### src/hdl/ccb_pkg.sv
package ccb_pkg;

  localparam int CANVAS_WIDTH = 320;
  localparam int CANVAS_HEIGHT = 240;
  localparam int FIFO_DEPTH = 2;

  localparam int ADDR_W = 17;
  localparam int PADDR_W = 5;
  localparam int PDATA_W = 32;

  localparam logic [2:0] REG_BLEND_MODE = 3'd0;
  localparam logic [2:0] REG_KEY_COLOR = 3'd1;
  localparam logic [2:0] REG_SECOND_KEY_COLOR = 3'd2;
  localparam logic [2:0] REG_FILL_COLOR = 3'd3;
  localparam logic [2:0] REG_SOURCE_WIDTH = 3'd4;
  localparam logic [2:0] REG_SOURCE_HEIGHT = 3'd5;

  localparam logic [1:0] MODE_COPY = 2'd0;
  localparam logic [1:0] MODE_KEY = 2'd1;
  localparam logic [1:0] MODE_RECOLOR = 2'd2;

  localparam logic REQ_COMMAND = 1'b0;
  localparam logic REQ_PIXEL = 1'b1;

  typedef struct packed {
    logic req_type;
    logic signed [11:0] dest_x;
    logic signed [11:0] dest_y;
    logic [10:0] copy_width;
    logic [10:0] copy_height;
    logic [9:0] origin_x;
    logic [9:0] origin_y;
    logic [7:0] src_pixel;
  } req_t;

  typedef struct packed {
    logic resp_kind;
    logic accepted;
    logic [8:0] clipped_dest_x;
    logic [7:0] clipped_dest_y;
    logic [8:0] clipped_width;
    logic [7:0] clipped_height;
    logic [11:0] clipped_origin_x;
    logic [11:0] clipped_origin_y;
    logic write_enable;
    logic [ADDR_W-1:0] write_addr;
    logic [7:0] write_color;
    logic last;
  } resp_t;

  typedef struct packed {
    logic [1:0] blend_mode;
    logic [7:0] key_color;
    logic [7:0] second_key_color;
    logic [7:0] fill_color;
    logic [10:0] source_width;
    logic [10:0] source_height;
  } cfg_t;

  typedef struct packed {
    logic is_pixel;
    logic accepted;
    logic [8:0] dest_x;
    logic [7:0] dest_y;
    logic [8:0] width;
    logic [7:0] height;
    logic [11:0] origin_x;
    logic [11:0] origin_y;
    logic [ADDR_W-1:0] start_addr;
    logic [7:0] pixel;
  } entry_t;

endpackage

### src/hdl/ccb_cfg.sv
module ccb_cfg
  import ccb_pkg::*;
(
  input  logic               clk,
  input  logic               rst,
  input  logic               psel,
  input  logic               penable,
  input  logic               pwrite,
  input  logic [PADDR_W-1:0] paddr,
  input  logic [PDATA_W-1:0] pwdata,
  output logic [PDATA_W-1:0] prdata,
  output logic               pready,
  output cfg_t               cfg
);

  logic [2:0] index;
  logic       wr;

  assign index = paddr[4:2];
  assign wr = psel && penable && pwrite;
  assign pready = 1'b1;

  always_ff @(posedge clk) begin
    if (rst) begin
      cfg.blend_mode <= MODE_KEY;
      cfg.key_color <= 8'd0;
      cfg.second_key_color <= 8'd0;
      cfg.fill_color <= 8'd0;
      cfg.source_width <= 11'd256;
      cfg.source_height <= 11'd256;
    end else if (wr) begin
      case (index)
        REG_BLEND_MODE: cfg.blend_mode <= pwdata[1:0];
        REG_KEY_COLOR: cfg.key_color <= pwdata[7:0];
        REG_SECOND_KEY_COLOR: cfg.second_key_color <= pwdata[7:0];
        REG_FILL_COLOR: cfg.fill_color <= pwdata[7:0];
        REG_SOURCE_WIDTH: cfg.source_width <= pwdata[10:0];
        REG_SOURCE_HEIGHT: cfg.source_height <= pwdata[10:0];
        default: begin
        end
      endcase
    end
  end

  always_comb begin
    prdata = '0;
    case (index)
      REG_BLEND_MODE: prdata = {30'd0, cfg.blend_mode};
      REG_KEY_COLOR: prdata = {24'd0, cfg.key_color};
      REG_SECOND_KEY_COLOR: prdata = {24'd0, cfg.second_key_color};
      REG_FILL_COLOR: prdata = {24'd0, cfg.fill_color};
      REG_SOURCE_WIDTH: prdata = {21'd0, cfg.source_width};
      REG_SOURCE_HEIGHT: prdata = {21'd0, cfg.source_height};
      default: prdata = '0;
    endcase
  end

endmodule

### src/hdl/ccb_front.sv
module ccb_front
  import ccb_pkg::*;
(
  input  req_t   req,
  input  logic   push,
  input  cfg_t   cfg,
  output logic   wr_en,
  output entry_t entry
);

  typedef struct packed {
    logic ok;
    logic signed [13:0] pos;
    logic signed [13:0] len;
    logic signed [13:0] org;
  } axis_t;

  localparam logic signed [13:0] LIMIT_X = 14'(CANVAS_WIDTH);
  localparam logic signed [13:0] LIMIT_Y = 14'(CANVAS_HEIGHT);

  function automatic axis_t clip_axis(input logic signed [13:0] pos,
                                      input logic signed [13:0] len,
                                      input logic signed [13:0] org,
                                      input logic signed [13:0] limit);
    axis_t r;
    logic signed [13:0] p;
    logic signed [13:0] l;
    logic signed [13:0] o;
    p = pos;
    l = len;
    o = org;
    r.ok = 1'b1;
    if ((p + l < 14'sd0) || (p >= limit)) r.ok = 1'b0;
    if (p < 14'sd0) begin
      o = o - p;
      l = l + p;
      p = 14'sd0;
    end
    if (l <= 14'sd0) r.ok = 1'b0;
    if (p + l >= limit) l = limit - p;
    r.pos = p;
    r.len = l;
    r.org = o;
    return r;
  endfunction

  logic [10:0]       w;
  logic [10:0]       h;
  axis_t             cx;
  axis_t             cy;
  logic              ok;
  logic [ADDR_W-1:0] row_off;

  always_comb begin
    w = ((req.copy_width == 11'd0) || (req.copy_width > cfg.source_width)) ?
        cfg.source_width : req.copy_width;
    h = ((req.copy_height == 11'd0) || (req.copy_height > cfg.source_height)) ?
        cfg.source_height : req.copy_height;
    cx = clip_axis({{2{req.dest_x[11]}}, req.dest_x}, {3'd0, w},
                   {4'd0, req.origin_x}, LIMIT_X);
    cy = clip_axis({{2{req.dest_y[11]}}, req.dest_y}, {3'd0, h},
                   {4'd0, req.origin_y}, LIMIT_Y);
    ok = cx.ok && cy.ok;
    row_off = ADDR_W'(cy.pos[7:0]) * ADDR_W'(CANVAS_WIDTH);

    entry = '0;
    entry.is_pixel = req.req_type;
    entry.pixel = req.src_pixel;
    if (ok) begin
      entry.accepted = 1'b1;
      entry.dest_x = cx.pos[8:0];
      entry.dest_y = cy.pos[7:0];
      entry.width = cx.len[8:0];
      entry.height = cy.len[7:0];
      entry.origin_x = cx.org[11:0];
      entry.origin_y = cy.org[11:0];
      entry.start_addr = ADDR_W'(cx.pos[8:0]) + row_off;
    end
  end

  assign wr_en = push;

endmodule

### src/hdl/ccb_fifo.sv
module ccb_fifo
  import ccb_pkg::*;
#(
  parameter int DEPTH = FIFO_DEPTH
) (
  input  logic   clk,
  input  logic   rst,
  input  logic   wr_en,
  input  entry_t wr_data,
  output logic   full,
  input  logic   rd_en,
  output entry_t rd_data,
  output logic   empty
);

  localparam int PTR_W = $clog2(DEPTH);
  localparam int CNT_W = $clog2(DEPTH + 1);

  entry_t           store [DEPTH];
  logic [PTR_W-1:0] wr_ptr;
  logic [PTR_W-1:0] rd_ptr;
  logic [CNT_W-1:0] count;
  logic             do_wr;
  logic             do_rd;

  assign full = (count == CNT_W'(DEPTH));
  assign empty = (count == '0);
  assign do_wr = wr_en && !full;
  assign do_rd = rd_en && !empty;
  assign rd_data = store[rd_ptr];

  always_ff @(posedge clk) begin
    if (do_wr) store[wr_ptr] <= wr_data;
  end

  always_ff @(posedge clk) begin
    if (rst) begin
      wr_ptr <= '0;
      rd_ptr <= '0;
      count <= '0;
    end else begin
      if (do_wr) wr_ptr <= (wr_ptr == PTR_W'(DEPTH - 1)) ? '0 : wr_ptr + 1'b1;
      if (do_rd) rd_ptr <= (rd_ptr == PTR_W'(DEPTH - 1)) ? '0 : rd_ptr + 1'b1;
      if (do_wr && !do_rd) count <= count + 1'b1;
      else if (do_rd && !do_wr) count <= count - 1'b1;
    end
  end

endmodule

### src/hdl/ccb_back.sv
module ccb_back
  import ccb_pkg::*;
(
  input  logic   clk,
  input  logic   rst,
  input  cfg_t   cfg,
  input  entry_t entry,
  input  logic   fifo_empty,
  output logic   fifo_rd,
  output resp_t  resp,
  output logic   empty,
  input  logic   pop
);

  logic              busy;
  logic [8:0]        rect_width;
  logic [7:0]        rect_height;
  logic [8:0]        column_count;
  logic [7:0]        row_count;
  logic [ADDR_W-1:0] row_start_addr;
  logic [ADDR_W-1:0] cursor_addr;
  logic              out_valid;

  logic              busy_next;
  logic [8:0]        rect_width_next;
  logic [7:0]        rect_height_next;
  logic [8:0]        column_count_next;
  logic [7:0]        row_count_next;
  logic [ADDR_W-1:0] row_start_addr_next;
  logic [ADDR_W-1:0] cursor_addr_next;
  resp_t             resp_next;

  logic              take;
  logic              we;
  logic [7:0]        color;
  logic              is_last;
  logic [9:0]        col_inc;

  assign take = !fifo_empty && (!out_valid || pop);
  assign fifo_rd = take;
  assign empty = !out_valid;

  always_comb begin
    case (cfg.blend_mode)
      MODE_COPY: begin
        we = 1'b1;
        color = entry.pixel;
      end
      MODE_RECOLOR: begin
        we = (entry.pixel != cfg.key_color);
        color = !we ? 8'd0 :
                (entry.pixel == cfg.second_key_color) ? entry.pixel : cfg.fill_color;
      end
      default: begin
        we = (entry.pixel != cfg.key_color);
        color = we ? entry.pixel : 8'd0;
      end
    endcase

    col_inc = {1'b0, column_count} + 10'd1;
    is_last = (col_inc >= {1'b0, rect_width}) &&
              ({1'b0, row_count} + 9'd1 >= {1'b0, rect_height});

    busy_next = busy;
    rect_width_next = rect_width;
    rect_height_next = rect_height;
    column_count_next = column_count;
    row_count_next = row_count;
    row_start_addr_next = row_start_addr;
    cursor_addr_next = cursor_addr;
    resp_next = '0;

    if (!entry.is_pixel) begin
      resp_next.resp_kind = REQ_COMMAND;
      resp_next.accepted = entry.accepted;
      resp_next.clipped_dest_x = entry.dest_x;
      resp_next.clipped_dest_y = entry.dest_y;
      resp_next.clipped_width = entry.width;
      resp_next.clipped_height = entry.height;
      resp_next.clipped_origin_x = entry.origin_x;
      resp_next.clipped_origin_y = entry.origin_y;
      busy_next = entry.accepted;
      column_count_next = 9'd0;
      row_count_next = 8'd0;
      rect_width_next = entry.width;
      rect_height_next = entry.height;
      row_start_addr_next = entry.start_addr;
      cursor_addr_next = entry.start_addr;
    end else begin
      resp_next.resp_kind = REQ_PIXEL;
      if (busy) begin
        resp_next.write_enable = we;
        resp_next.write_addr = cursor_addr;
        resp_next.write_color = color;
        resp_next.last = is_last;
        column_count_next = col_inc[8:0];
        cursor_addr_next = cursor_addr + 1'b1;
        if (col_inc >= {1'b0, rect_width}) begin
          column_count_next = 9'd0;
          row_count_next = row_count + 1'b1;
          row_start_addr_next = row_start_addr + ADDR_W'(CANVAS_WIDTH);
          cursor_addr_next = row_start_addr + ADDR_W'(CANVAS_WIDTH);
        end
        if (is_last) begin
          busy_next = 1'b0;
          column_count_next = 9'd0;
          row_count_next = 8'd0;
        end
      end
    end
  end

  always_ff @(posedge clk) begin
    if (rst) begin
      busy <= 1'b0;
      rect_width <= '0;
      rect_height <= '0;
      column_count <= '0;
      row_count <= '0;
      row_start_addr <= '0;
      cursor_addr <= '0;
      out_valid <= 1'b0;
    end else begin
      if (take) begin
        busy <= busy_next;
        rect_width <= rect_width_next;
        rect_height <= rect_height_next;
        column_count <= column_count_next;
        row_count <= row_count_next;
        row_start_addr <= row_start_addr_next;
        cursor_addr <= cursor_addr_next;
        out_valid <= 1'b1;
      end else if (pop) begin
        out_valid <= 1'b0;
      end
    end
  end

  always_ff @(posedge clk) begin
    if (take) resp <= resp_next;
  end

endmodule

### src/hdl/clipped_color_key_blitter.sv
// Clipped color-key blitter on a fixed-size canvas.
// Items enter through a queue-style port: a transaction happens when push is
// high and full is low. A command item clips a copy rectangle to the canvas;
// the following pixel items carry the clipped source pixels in raster order.
// Each item gives exactly one result, read through the second queue-style
// port: the oldest result is on resp while empty is low, and a transaction
// happens when pop is high and empty is low.
// The front stage clips the command in the cycle of acceptance and writes a
// small queue; the back stage walks the rectangle and fills the output
// register. A result reaches resp through the queue and the output register,
// and one item per cycle is sustained while pop stays high, set by the
// one-pixel-per-cycle back stage. When the receiver stalls, the output
// register and then the queue fill up, and full rises until pop resumes.
// Configuration registers are to be written over the APB-style port only
// while no transaction is in flight; the block does not enforce it. Reset
// clears the queue and output register, ends any rectangle, loads defaults.
module clipped_color_key_blitter
  import ccb_pkg::*;
#(
  parameter int FIFO_DEPTH_P = FIFO_DEPTH
) (
  input  logic               clk,
  input  logic               rst,
  input  logic               psel,
  input  logic               penable,
  input  logic               pwrite,
  input  logic [PADDR_W-1:0] paddr,
  input  logic [PDATA_W-1:0] pwdata,
  output logic [PDATA_W-1:0] prdata,
  output logic               pready,
  input  logic               push,
  output logic               full,
  input  req_t               req,
  output logic               empty,
  input  logic               pop,
  output resp_t              resp
);

  cfg_t   cfg;
  entry_t wr_entry;
  entry_t rd_entry;
  logic   wr_en;
  logic   fifo_empty;
  logic   fifo_rd;

  ccb_cfg u_cfg (
    .clk     (clk),
    .rst     (rst),
    .psel    (psel),
    .penable (penable),
    .pwrite  (pwrite),
    .paddr   (paddr),
    .pwdata  (pwdata),
    .prdata  (prdata),
    .pready  (pready),
    .cfg     (cfg)
  );

  ccb_front u_front (
    .req   (req),
    .push  (push),
    .cfg   (cfg),
    .wr_en (wr_en),
    .entry (wr_entry)
  );

  ccb_fifo #(
    .DEPTH (FIFO_DEPTH_P)
  ) u_fifo (
    .clk     (clk),
    .rst     (rst),
    .wr_en   (wr_en),
    .wr_data (wr_entry),
    .full    (full),
    .rd_en   (fifo_rd),
    .rd_data (rd_entry),
    .empty   (fifo_empty)
  );

  ccb_back u_back (
    .clk        (clk),
    .rst        (rst),
    .cfg        (cfg),
    .entry      (rd_entry),
    .fifo_empty (fifo_empty),
    .fifo_rd    (fifo_rd),
    .resp       (resp),
    .empty      (empty),
    .pop        (pop)
  );

endmodule
### config.mk
export PLATFORM = sky130hd
export DESIGN_NAME = clipped_color_key_blitter
export DESIGN_NICKNAME = d
export VERILOG_FILES = /design/src/hdl/ccb_pkg.sv /design/src/hdl/ccb_cfg.sv /design/src/hdl/ccb_front.sv /design/src/hdl/ccb_fifo.sv /design/src/hdl/ccb_back.sv /design/src/hdl/clipped_color_key_blitter.sv
export SDC_FILE = /design/constraint.sdc
export NUM_CORES = 1
export LEC_CHECK = 0
export ABC_CLOCK_PERIOD_IN_PS = 19200
export BUFFER_PORTS_ARGS = -buffer_cell sky130_fd_sc_hd__buf_2
export CAP_MARGIN = 5
export CORE_AREA = 3 3 200 202
export DETAILED_ROUTE_END_ITERATION = 10
export DIE_AREA = 0 0 203 205
export GPL_ROUTABILITY_DRIVEN = 0
export HOLD_SLACK_MARGIN = 0.06
export PLACE_DENSITY = 0.8
export SYNTH_ARGS = -nofsm -noshare
export SYNTH_HDL_FRONTEND = slang
export SYNTH_HIERARCHICAL = 1
export SYNTH_SLANG_ARGS = --single-unit
### constraint.sdc
create_clock -name clk -period 19.2 [get_ports clk]
set_clock_uncertainty 0.1 [all_clocks]
set_input_delay 2.88 -clock clk [delete_from_list [all_inputs] [get_ports clk]]
set_output_delay 2.88 -clock clk [all_outputs]
set_load 0.05 [all_outputs]
==> summary.md <==
| Metric | Value |
|---|---|
| Outcome | complete, no violations |
| Fillers | 2,927 |
| Detail Placement HPWL | 39.7 mm |
| Max frequency | 106 MHz |
| Unrepaired setup endpoints after global routing | false |
| Max Cap Viol | 0 |
| Setup repair bufs after CTS | 0 |
| RR Startpoint | u_cfg/cfg[10] |
| Worst skew pair latency | 0.53 ns |
| Initial DRC count | 1,586 |
| Total track usage | 0.259 |
| Die area | 41,600 sq um |
| Initial antenna violation count | 1 |
| Nets | 2,570 |
| Critical path startpoint | req[38] |
| Reg2Reg Setup Slack | 11.71 ns |
| Die W | 203 microns |
| First-pass GRT wire length | 87.5 mm |
| Starting Density | 0.597 |
| Post-synth top flop | edfxtp_1 |
| Worst-margin pin slew | 1.13 ns |
| Async set-reset flop share out of synthesis | 0 |
| Met2 GRT Util | 0.419 |
| Synth Cell Area | 22,900 sq um |
| Total wire length | 55.8 mm |
| Layout cells sized above 1 | 0.200 |
| Critical Path End Type | flip-flop |
| Final worst path period share | 0.492 |
| Global routing met1 resource utilization | 0.361 |
| GRT Max-Usage Layer | met2 |
| Count of final max-slew check failures | 0 |
| Num rows | 72 |
| CTS root buffer | clkbuf_16 |
| Vias in the first global route | 16,500 |
| Setup_tns | 0 ns |
| CTS tree | yes |
| Static Leak | 10.0 nW |
| Hold Violations, Final | 0 |
| Syn Inst Count | 2,183 |
| IO Pins | 241 |
| CP Launch Type | input pin |
| CORE AREA | 38,500 sq um |
| Max clock buf depth | 3 |
| #FFs+latches synth | 380 |
| H-Tree Depth | 2 |
| Cells on worst reg2reg path | 28 |
| Commonest non-fill, non-tap cell in the layout | edfxtp_1 |
| Met3 Track Usage GR | 0.0429 |
| Pwr per Cell Area | 127 nW/um^2 |
| Final worst path period need | 9.44 ns |
| VDD IR max | 84.3 uV |
| Number of synthesized flops with an enable pin | 257 |
| Avg Synthesized Cell Area | 10.5 sq um |
| Ys Warns | 6 |
| CP max FO | 11 |
| DIE HEIGHT | 205 microns |
| Post-CTS Resized | 0 |
| Clock sink total | 380 |
| Seq/Total Area, Yosys | 0.444 |
| Relative slew slack | 0.246 |
| Final setup fails | 0 |
| Placed Area | 23,900 sq um |
| Post-route antenna net violation count | 0 |
| Critical path class | input pin to flip-flop |
| Critical Path End | u_fifo/store[0][53] |
| CP Data Required Time | 19.33 ns |
| Hold Crit Class | flip-flop to flip-flop |
| Clk slew on worst S/H paths | 0.06 ns |
| Vias | 17,300 |
| Most frequent cells in the layout | edfxtp_1 (257), buf_2 (194), nand2_1 (144) |
| Aggregate global routing overflow | 0 |
| IO Port Bufs | 195 |
| Vias per inst | 6.04 |
| Reg2Reg Capture Point | u_fifo/store[0][53] |
| Layout area overhead | 9.45% |
| Largest net degree at the start of global routing | 71 |
| Fin Hold WS | 0.357 ns |
| Worst Path Arrival | 9.57 ns |
| Yosys cell types | 99 |
| Avg WL per Cell | 19.5 microns |
| DRT Pass-1 Iters | 6 |
| # DRC | 0 |
| CTS buffer count | 40 |
| Fin area | 25,100 sq um |
| Hold Buf Count CTS | 0 |
[per-layer routing]
metal | part of all wire | up-vias
li1 | - | 8138
met1 | 0.43 | 8331
met2 | 0.47 | 693
met3 | 0.073 | 112
met4 | 0.028 | 0
met5 | 0 | -
[synth_stat cells, types with 20 or more instances]
library cell | instances | share of area
edfxtp_1 | 257 | 0.34
nand2_1 | 144 | 0.024
ha_1 | 129 | 0.070
nor2_1 | 127 | 0.021
dfxtp_1 | 123 | 0.11
a21oi_1 | 118 | 0.026
inv_1 | 117 | 0.019
mux2_2 | 106 | 0.052
nor2b_1 | 86 | 0.023
mux2i_1 | 79 | 0.034
o21ai_0 | 74 | 0.016
xnor2_1 | 71 | 0.027
nor3_1 | 59 | 0.013
nand3_1 | 53 | 0.012
nand2b_1 | 51 | 0.014
clkbuf_1 | 47 | 0.0077
buf_4 | 45 | 0.015
xor2_1 | 37 | 0.014
nor3_2 | 36 | 0.016
and3_1 | 31 | 0.0085
a21o_1 | 27 | 0.0088
a211oi_1 | 22 | 0.0072
buf_6 | 22 | 0.011
nand4_1 | 21 | 0.0057
buf_2 | 20 | 0.0044
o21a_1 | 20 | 0.0065
[how the worst min path moves through the flow]
stage | slack [ns] | end | depth (start not counted) | startpoint
finish | 0.36 | u_back/rect_height[1] | 2 | u_back/rect_height[1]
global route | 0.37 | u_back/rect_width[8] | 2 | u_back/rect_width[8]
CTS | 0.36 | u_back/rect_height[1] | 2 | u_back/rect_height[1]
detailed placement | 0.35 | u_back/rect_height[1] | 2 | u_back/rect_height[1]
global placement | 0.34 | u_back/row_start_addr[5] | 2 | u_back/row_start_addr[5]
floorplan | 0.34 | u_back/rect_height[1] | 2 | u_back/rect_height[1]
[through the flow]
stage               instances  total power [mW]  worst slack (ns)  utilization
finish                   2862              3.18              9.76        0.653
global route             2861              3.33              9.51        0.653
CTS                      2861              3.19              9.93        0.653
detailed placement       2790              2.46              9.43        0.621
global placement         2790              2.43              9.53        0.621
floorplan                2203              2.17             10.30            -
[final cells by class]
class / count / area [sq um] / area share
antenna: 1 / 2.50 / 0.0000996
sequential: 380 / 10200 / 0.405
clock inverter: 15 / 105 / 0.00418
timing repair buffer: 208 / 1080 / 0.0428
tap: 518 / 648 / 0.0258
multi-input combinational: 1566 / 11500 / 0.460
inverter: 118 / 444 / 0.0177
clock buffer: 56 / 1110 / 0.0443
[cell families after synthesis]
| group | Yosys count | synth area share |
|---|---|---|
| adders and majority gates | 137 | 0.0773 |
| and+or+nand+nor | 703 | 0.172 |
| buffers and inverters | 257 | 0.0577 |
| muxes | 187 | 0.0888 |
| DFF | 380 | 0.444 |
| xor gates and xnor gates | 108 | 0.0412 |
| other | 2 | 0.000327 |
| AOI/OAI and AO/OA | 409 | 0.119 |
[worst max-delay path, cell delays in order]
cell,delay (ns)
buf_2,0.12
ha_1,0.33
a211o_1,0.32
a21oi_2,0.12
o211ai_2,0.13
o21ai_4,0.26
nand2_2,0.23
o21ai_0,0.31
ha_1,0.28
inv_1,0.07
fa_1,0.39
nand3b_1,0.22
a311oi_1,0.37
a211o_1,0.18
a21oi_1,0.10
o21a_1,0.22
xnor2_1,0.12
mux2_2,0.33
ha_1,0.38
or2_2,0.29
a221oi_1,0.30
o21bai_1,0.13
a2bb2oi_1,0.14
nand4_1,0.15
nor4b_1,0.55
nor3_4,0.20
mux2i_1,0.37
nor3_2,0.09
[flip-flops by register name, indices dropped and copies added (netlist names), 2 cells and up, named ones only]
| register | count |
|---|---|
| u_fifo/store | 170 |
| u_back/rect_height | 8 |
| u_cfg/cfg | 48 |
| u_back/resp | 87 |
| u_back/column_count | 9 |
| u_fifo/count | 2 |
| u_back/rect_width | 9 |
| u_back/row_count | 8 |
| u_back/cursor_addr | 17 |
| u_back/row_start_addr | 17 |
[report_power, final]
part           internal [mW]  switching (mW)
sequential              1.09          0.0926
combinational          0.376           0.899
clock                  0.418           0.306
(Power assumes the default switching activity.)
